File: src/hdl/plist_pkg.sv
// plist_pkg: shared types and codes of the positional list engine
// used by positional_list_engine; depends on nothing
`default_nettype none

package plist_pkg;

  localparam int unsigned OpWidth     = 2;
  localparam int unsigned ValueWidth  = 32;
  localparam int unsigned PosWidth    = 5;
  localparam int unsigned StatusWidth = 2;

  typedef enum logic [OpWidth-1:0] {
    OP_INSERT = 2'd0,
    OP_DELETE = 2'd1,
    OP_SEARCH = 2'd2,
    OP_UPDATE = 2'd3
  } op_t;

  typedef enum logic [StatusWidth-1:0] {
    ST_OK        = 2'd0,
    ST_NOT_FOUND = 2'd1,
    ST_FULL      = 2'd2,
    ST_RANGE     = 2'd3
  } status_t;

  typedef enum logic [2:0] {
    S_IDLE,
    S_SCAN,
    S_SHIFT_UP,
    S_SHIFT_DN,
    S_FINISH
  } state_t;

endpackage

`default_nettype wire

File: src/hdl/positional_list_engine.sv
// positional_list_engine: ordered list of signed words kept in one ram
// depends on plist_pkg and plist_ram
`default_nettype none

// One request at a time, one result transaction per request. The list words
// live in a single ram with one write and one registered read port, so the
// scan and the shift move one entry per cycle. Update, a search or delete on
// an empty list, and any request that fails its range or full check go
// straight to S_FINISH. Search and delete scan from the head until a match or
// the end of the list; a delete that hits then closes the gap in S_SHIFT_DN
// unless the hit was the last entry. Insert moves entries up in S_SHIFT_UP,
// from the tail down to the target index. A new request is taken as soon as
// the previous result sits in the output register; a result held back by
// m_tready keeps the engine in S_FINISH, so the next request waits.

module positional_list_engine #(
  parameter int unsigned DEPTH = 16
) (
  input  wire logic        clk,
  input  wire logic        rst,
  input  wire logic        s_tvalid,
  output logic             s_tready,
  input  wire logic [39:0] s_tdata,  // op[1:0], value[33:2], position[38:34], zero fill
  output logic             m_tvalid,
  input  wire logic        m_tready,
  output logic      [15:0] m_tdata   // status[1:0], found_position[6:2], entry_count[11:7]
);

  localparam int unsigned AW = $clog2(DEPTH);
  localparam int unsigned CW = $clog2(DEPTH + 1);
  localparam int unsigned PW = ((CW > plist_pkg::PosWidth) ? CW : plist_pkg::PosWidth) + 1;
  localparam int unsigned VW = plist_pkg::ValueWidth;

  plist_pkg::state_t  state, state_next;
  plist_pkg::op_t     op_r, op_next;
  plist_pkg::status_t status_r, status_next;
  logic [VW-1:0]      value_r, value_next;
  logic [AW-1:0]      tgt_r, tgt_next;
  logic [AW-1:0]      idx, idx_next;
  logic [CW-1:0]      count, count_next;
  logic [4:0]         found_r, found_next;

  logic [1:0]         out_status;
  logic [4:0]         out_found;
  logic [4:0]         out_count;

  logic               we;
  logic [AW-1:0]      waddr;
  logic [VW-1:0]      wdata;
  logic [AW-1:0]      raddr;
  logic [VW-1:0]      rdata;

  logic                in_fire;
  logic                out_free;
  plist_pkg::op_t      in_op;
  logic [VW-1:0]       in_value;
  logic [PW-1:0]       in_pos;
  logic [PW-1:0]       cnt_ext;
  logic [CW-1:0]       idx_p1;
  logic [CW-1:0]       idx_p2;
  logic                hit;

  assign in_op    = plist_pkg::op_t'(s_tdata[1:0]);
  assign in_value = s_tdata[33:2];
  assign in_pos   = PW'(s_tdata[38:34]);
  assign cnt_ext  = PW'(count);
  assign idx_p1   = CW'(idx) + CW'(1);
  assign idx_p2   = CW'(idx) + CW'(2);
  assign hit      = (rdata == value_r);

  assign s_tready = (state == plist_pkg::S_IDLE);
  assign in_fire  = s_tvalid && s_tready;
  assign out_free = !m_tvalid || m_tready;

  plist_ram #(
    .WIDTH(VW),
    .DEPTH(DEPTH)
  ) u_ram (
    .clk  (clk),
    .we   (we),
    .waddr(waddr),
    .wdata(wdata),
    .raddr(raddr),
    .rdata(rdata)
  );

  always_comb begin
    state_next  = state;
    op_next     = op_r;
    status_next = status_r;
    value_next  = value_r;
    tgt_next    = tgt_r;
    idx_next    = idx;
    count_next  = count;
    found_next  = found_r;
    we          = 1'b0;
    waddr       = idx;
    wdata       = rdata;
    raddr       = '0;
    unique case (state)
      plist_pkg::S_IDLE: begin
        raddr = (in_op == plist_pkg::OP_INSERT) ? AW'(count - CW'(1)) : '0;
        if (in_fire) begin
          op_next     = in_op;
          value_next  = in_value;
          tgt_next    = AW'(in_pos - PW'(1));
          idx_next    = '0;
          found_next  = '0;
          status_next = plist_pkg::ST_OK;
          state_next  = plist_pkg::S_FINISH;
          unique case (in_op)
            plist_pkg::OP_INSERT: begin
              if (count == CW'(DEPTH)) begin
                status_next = plist_pkg::ST_FULL;
              end else if (in_pos == '0 || in_pos > cnt_ext + PW'(1)) begin
                status_next = plist_pkg::ST_RANGE;
              end else begin
                idx_next   = AW'(count);
                state_next = plist_pkg::S_SHIFT_UP;
              end
            end
            plist_pkg::OP_DELETE, plist_pkg::OP_SEARCH: begin
              if (count == '0) begin
                status_next = plist_pkg::ST_NOT_FOUND;
              end else begin
                state_next = plist_pkg::S_SCAN;
              end
            end
            plist_pkg::OP_UPDATE: begin
              if (in_pos == '0 || in_pos > cnt_ext) begin
                status_next = plist_pkg::ST_RANGE;
              end else begin
                we    = 1'b1;
                waddr = AW'(in_pos - PW'(1));
                wdata = in_value;
              end
            end
            default: begin
              status_next = plist_pkg::ST_OK;
            end
          endcase
        end
      end
      plist_pkg::S_SCAN: begin
        raddr = AW'(idx_p1);
        if (hit) begin
          found_next = 5'(idx_p1);
          if (op_r == plist_pkg::OP_SEARCH) begin
            state_next = plist_pkg::S_FINISH;
          end else if (idx_p1 == count) begin
            count_next = count - CW'(1);
            state_next = plist_pkg::S_FINISH;
          end else begin
            state_next = plist_pkg::S_SHIFT_DN;
          end
        end else if (idx_p1 == count) begin
          status_next = plist_pkg::ST_NOT_FOUND;
          state_next  = plist_pkg::S_FINISH;
        end else begin
          idx_next = AW'(idx_p1);
        end
      end
      plist_pkg::S_SHIFT_DN: begin
        raddr = AW'(idx_p2);
        we    = 1'b1;
        waddr = idx;
        wdata = rdata;
        if (idx_p2 == count) begin
          count_next = count - CW'(1);
          state_next = plist_pkg::S_FINISH;
        end else begin
          idx_next = AW'(idx_p1);
        end
      end
      plist_pkg::S_SHIFT_UP: begin
        raddr = idx - AW'(2);
        we    = 1'b1;
        waddr = idx;
        if (idx == tgt_r) begin
          wdata      = value_r;
          count_next = count + CW'(1);
          state_next = plist_pkg::S_FINISH;
        end else begin
          wdata    = rdata;
          idx_next = idx - AW'(1);
        end
      end
      plist_pkg::S_FINISH: begin
        if (out_free) begin
          state_next = plist_pkg::S_IDLE;
        end
      end
      default: begin
        state_next = plist_pkg::S_IDLE;
      end
    endcase
  end

  always_ff @(posedge clk) begin
    if (rst) begin
      state    <= plist_pkg::S_IDLE;
      count    <= '0;
      m_tvalid <= 1'b0;
    end else begin
      state <= state_next;
      count <= count_next;
      if (state == plist_pkg::S_FINISH && out_free) begin
        m_tvalid <= 1'b1;
      end else if (m_tready) begin
        m_tvalid <= 1'b0;
      end
    end
  end

  always_ff @(posedge clk) begin
    op_r     <= op_next;
    status_r <= status_next;
    value_r  <= value_next;
    tgt_r    <= tgt_next;
    idx      <= idx_next;
    found_r  <= found_next;
    if (state == plist_pkg::S_FINISH && out_free) begin
      out_status <= status_r;
      out_found  <= found_r;
      out_count  <= 5'(count);
    end
  end

  assign m_tdata = {4'd0, out_count, out_found, out_status};

  a_count_bound: assert property (@(posedge clk) disable iff (rst)
    count <= CW'(DEPTH))
    else $error("entry count above depth");

  a_count_step: assert property (@(posedge clk) disable iff (rst)
    (count == $past(count)) || (count == $past(count) + CW'(1)) ||
    (count == $past(count) - CW'(1)))
    else $error("entry count moved by more than one");

  a_busy_nonempty: assert property (@(posedge clk) disable iff (rst)
    (state == plist_pkg::S_SCAN || state == plist_pkg::S_SHIFT_DN) |-> (count != '0))
    else $error("scan or gap closing on an empty list");

  a_one_at_a_time: assert property (@(posedge clk) disable iff (rst)
    in_fire |=> !s_tready)
    else $error("second request taken while one is in work");

  a_done_flows: assert property (@(posedge clk) disable iff (rst)
    (state == plist_pkg::S_FINISH && out_free) |=> m_tvalid)
    else $error("finished request gave no result");

endmodule

`default_nettype wire

File: src/hdl/plist_ram.sv
// plist_ram: generic one-write, one-read synchronous ram with registered read
// no dependencies
`default_nettype none

module plist_ram #(
  parameter int unsigned WIDTH = 32,
  parameter int unsigned DEPTH = 16
) (
  input  wire logic                     clk,
  input  wire logic                     we,
  input  wire logic [$clog2(DEPTH)-1:0] waddr,
  input  wire logic [WIDTH-1:0]         wdata,
  input  wire logic [$clog2(DEPTH)-1:0] raddr,
  output logic      [WIDTH-1:0]         rdata
);

  logic [WIDTH-1:0] mem [DEPTH];

  always_ff @(posedge clk) begin
    if (we) begin
      mem[waddr] <= wdata;
    end
    rdata <= mem[raddr];
  end

endmodule

`default_nettype wire

File: config.mk
export PLATFORM = sky130hd
export DESIGN_NAME = positional_list_engine
export DESIGN_NICKNAME = d
export VERILOG_FILES = /design/src/hdl/plist_pkg.sv /design/src/hdl/positional_list_engine.sv /design/src/hdl/plist_ram.sv
export SDC_FILE = /design/constraint.sdc
export NUM_CORES = 1
export LEC_CHECK = 0
export ABC_AREA = 1
export BUFFER_PORTS_ARGS = -buffer_cell sky130_fd_sc_hd__buf_2
export CORE_MARGIN = 3
export CORE_UTILIZATION = 35
export CTS_BUF_LIST = sky130_fd_sc_hd__clkbuf_4 sky130_fd_sc_hd__clkbuf_8 sky130_fd_sc_hd__clkbuf_16
export CTS_CLUSTER_SIZE = 25
export DETAILED_ROUTE_END_ITERATION = 10
export SYNTH_ARGS = -nofsm -noshare
export SYNTH_HDL_FRONTEND = slang
export SYNTH_SLANG_ARGS = --single-unit
File: constraint.sdc
create_clock -name clk -period 4.1 [get_ports clk]
set_input_delay 0.205 -clock clk [delete_from_list [all_inputs] [get_ports clk]]
set_output_delay 0.205 -clock clk [all_outputs]
set_load 0.05 [all_outputs]
==> metrics.md <==
| Metric | Value |
|---|---|
| Flops & latches, synth | `614` |
| P_int | `0.01428 W` |
| Yosys cell types | `37` |
| Sequential-to-total area share from yosys stat | `about two thirds` |
| Vias/cell | `approximately 5.3` |
| Dpl ws | `about 0.75 ns` |
| Post-synth top area share | `65.38%` |
| Setup bufs post-CTS | `0` |
| Final WS setup | `around 0.66 ns` |
| H-tree Lvls | `2` |
| Hold Violations, Final | `0` |
| First-pass GRT wire length | `103.6 mm` |
| Static Leak | `about 11 nW` |
| # fillers | `just under 7000` |
| Slew HR | `around 25%` |
| Routed WL per cell | `20.76 um` |
| Worst-skew pair later-pin latency | `approximately 0.63 ns` |
| Combinational group share of total power | `about 34%` |
| Cell taking the most area after synthesis | `edfxtp_1` |
| Vias | `about 18000` |
| Sequential fraction of design power | `between 40% and 50%` |
| CTS buffer count | `60` |
| Most frequent cell after synthesis | `edfxtp_1` |
| Met1 usage | `roughly 23%` |
| Worst-path clk slew | `~0.060 ns` |
| Layout cells sized above 1 | `12.21%` |
| Data required, critical path | `around 4.3 ns` |
| Actual slew at the worst max-slew pin | `between 1 and 1.5 ns` |
| FFs w/ async S/R, synth | `0%` |
| Hold_sp | `s_tdata[36]` |
| GR peak layer | `met2` |
| Cell Rows | `99` |
| Post-synth EDFFs | `573` |
| Core ar. | `between 70000 and 80000 um^2` |
| Top post-synthesis cells by area | `edfxtp_1, o211ai_1, nand3_1` |
| Switching part of the total | `about 37%` |
| Cell depth of the worst flop-to-flop path | `13` |
| Crit end category | `register` |
| DRC | `0` |
| Final Critical Period | `approximately 3.4 ns` |
| Via count of the first global-routing pass | `16885` |
| Max Slew Vio Count | `0` |
| Cell area after layout | `30420 um^2` |
| Final setup viols | `0` |
| Main synth FF type | `edfxtp_1` |
| Initial antenna violation count | `2` |
| Post-DP HPWL | `approximately 36 mm` |
| Clock Sinks | `just over 600` |
| DIE HEIGHT | `~280 um` |
| Die Area | `~79000 um^2` |
| Grt total ovfl | `0` |
| Worst min path class | `primary input to register` |
| Worst Hold Depth | `3` |
| FMAX | `slightly below 0.3 GHz` |
| Maximum buffer depth of the clock tree | `3` |
| Clock power share | `approximately a quarter` |
| Overall routing resource usage | `between 10% and 20%` |
| Area post-placement | `approximately 28000 um^2` |
| Met3 Use GR | `between 2 and 2.5%` |
| Final antenna-violating net count | `0` |
| Pwr/cell area | `between 700 and 800 nW/um^2` |
| Worst setup SP type | `register` |
| Drt total wl | `a little under 70 mm` |
| Die Wd | `roughly 280 um` |
| Clock Tree Root | `clkbuf_16` |
| Io pins | `between 60 and 70` |
| Max FO, Critical Path | `between 60 and 70` |
| Final worst-path cycle share | `between 80% and 90%` |
| Largest net degree at the start of global routing | `about 180` |
| Total power | `roughly 0.022 W` |
| TritonCTS clock tree | `done` |
| FF-to-FF End | `u_ram.mem[3][20]` |
| Reg2Reg Setup Slack | `roughly 0.66 ns` |
| Placer Congestion | `0.9111` |
| Area Overhead vs Synth | `15.58%` |
| RSZ-0062 raised after global routing | `no` |
| # hold bufs at CTS | `39` |
| Status | `completed` |
| Most common library cells after synthesis | `edfxtp_1, nor2_1, nand2_1` |
| IO buf count | `56` |
| Arr. time, crit path | `3.60 ns` |
| Maxcap violations | `0` |
| Worst IR Drop VDD | `between 0.4 and 0.5 mV` |
| Drt first pass iters | `5` |
| Critical path class | `register to register` |
| Ys Warns | `0` |
| Met2 usage | `a little over 30%` |
| Post-synthesis cell count | `between 2000 and 2500` |
| RR Startpoint | `count[3]` |
| WHS Endpoint | `tgt_r[2]` |
| PostCTS Resize Cnt | `0` |
| Synth Cell Area | `roughly 26000 um^2` |
| Clock skew | `around 0.039 ns` |
| Final nets | `about 2400` |
| Psw | `about 0.0082 W` |
| Initial detailed-routing violation count | `roughly 1800` |
| Post-Syn Area per Cell | `approximately 12 um^2` |
| Starting Density | `approximately 36%` |
-- registers in the layout, indices dropped and copies added (netlist names), 3 cells and up --
register and flops:
value_r 32, idx 4, u_ram.rdata 32, state 3, u_ram.mem 512, out_found 5
out_count 5, found_r 5, tgt_r 4, count 5
-- layer usage --
layer  part of all wire, %  up-vias
met5                     0        -
met4                   3.1        0
met3                   5.9      130
met2                    49      582
met1                    42     8659
li1                      -     8205
-- metrics by stage --
| step | utilization [%] | cells | TNS [ns] | hold WS (ns) |
|---|---|---|---|---|
| 2_1_floorplan | - | 2259 | -114.87 | 0.2741 |
| 3_3_place_gp | 38.02 | 3191 | 0 | 0.3999 |
| 3_5_place_dp | 38.02 | 3191 | 0 | 0.4011 |
| 4_1_cts | 41.26 | 3343 | 0 | 0.009720 |
| 5_1_grt | 41.26 | 3343 | 0 | 0.08211 |
| 6_report | 41.27 | 3345 | 0 | 0.02349 |
-- layout by cell type (no fill, tap or decap), types with 22 or more instances in the layout --
cell	count
or2_0	24
or2_2	37
o21ai_1	35
clkbuf_16	61
o211ai_1	165
a22oi_1	32
inv_1	153
nor2_1	265
edfxtp_1	573
buf_12	26
o21ai_0	137
ha_1	22
xnor2_1	35
dlygate4sd3_1	39
buf_4	25
buf_2	56
nand3_1	226
a21oi_1	50
nand2_1	255
dfxtp_1	41
-- critical path, stage by stage (launching register included) --
cell	delay (ns)
dfxtp_1	0.47
clkinv_1	0.28
ha_1	0.35
nand2_1	0.06
nor2_1	0.10
inv_1	0.05
o211ai_1	0.14
o21ai_0	0.11
buf_4	0.16
nand3_2	0.19
buf_12	0.33
a21oi_1	0.11
o21ai_0	0.12
nand3_1	0.49
-- area by class of cell --
class                   count  area (um^2)  area share [%]
well taps                 959         1200           3.945
diodes                      2        5.005         0.01645
inverters                 161        605.6           1.991
clock buffers              84         1743           5.730
clock inverters            29        254.0          0.8350
repair buffers            146         1379           4.533
flip-flops and latches    614        18030           59.27
multi-input cells        1350         7203           23.68
-- worst max path at each step --
stage / from / endpoint / slack, ns / depth (start not counted)
floorplan: state[2] / u_ram.mem[11][0] / -0.23 / 10
global placement: count[3] / u_ram.mem[4][26] / 0.74 / 12
detailed placement: count[3] / u_ram.mem[4][0] / 0.75 / 12
CTS: count[3] / u_ram.mem[4][26] / 0.70 / 12
global route: count[3] / u_ram.mem[8][30] / 0.34 / 12
finish: count[3] / u_ram.mem[3][20] / 0.66 / 13
-- power by group through the flow --
stage                     logic, W  registers, W  clock network [W]
after CTS                  0.00762       0.00934            0.00558
after detailed placement   0.00754       0.00947                  0
after global routing       0.00845       0.00941            0.00581
final                      0.00765       0.00935            0.00550
after global placement     0.00728       0.00944                  0
after floorplan            0.00505       0.00948                  0
-- cell families (layout without fill, tap and decap cells) --
group                      Yosys count  in the layout  synth area share (%)
xor gates and xnor gates            41             41                 1.365
AOI/OAI and AO/OA                  426            426                 10.07
DFF                                614            614                 68.50
and+or+nand+nor                    857            857                 14.25
other                                1              6               0.01425
adders and majority gates           22             22                 1.046
buffers and inverters              295            420                 4.754
No activity file was read; power rests on OpenSTA's default activity.
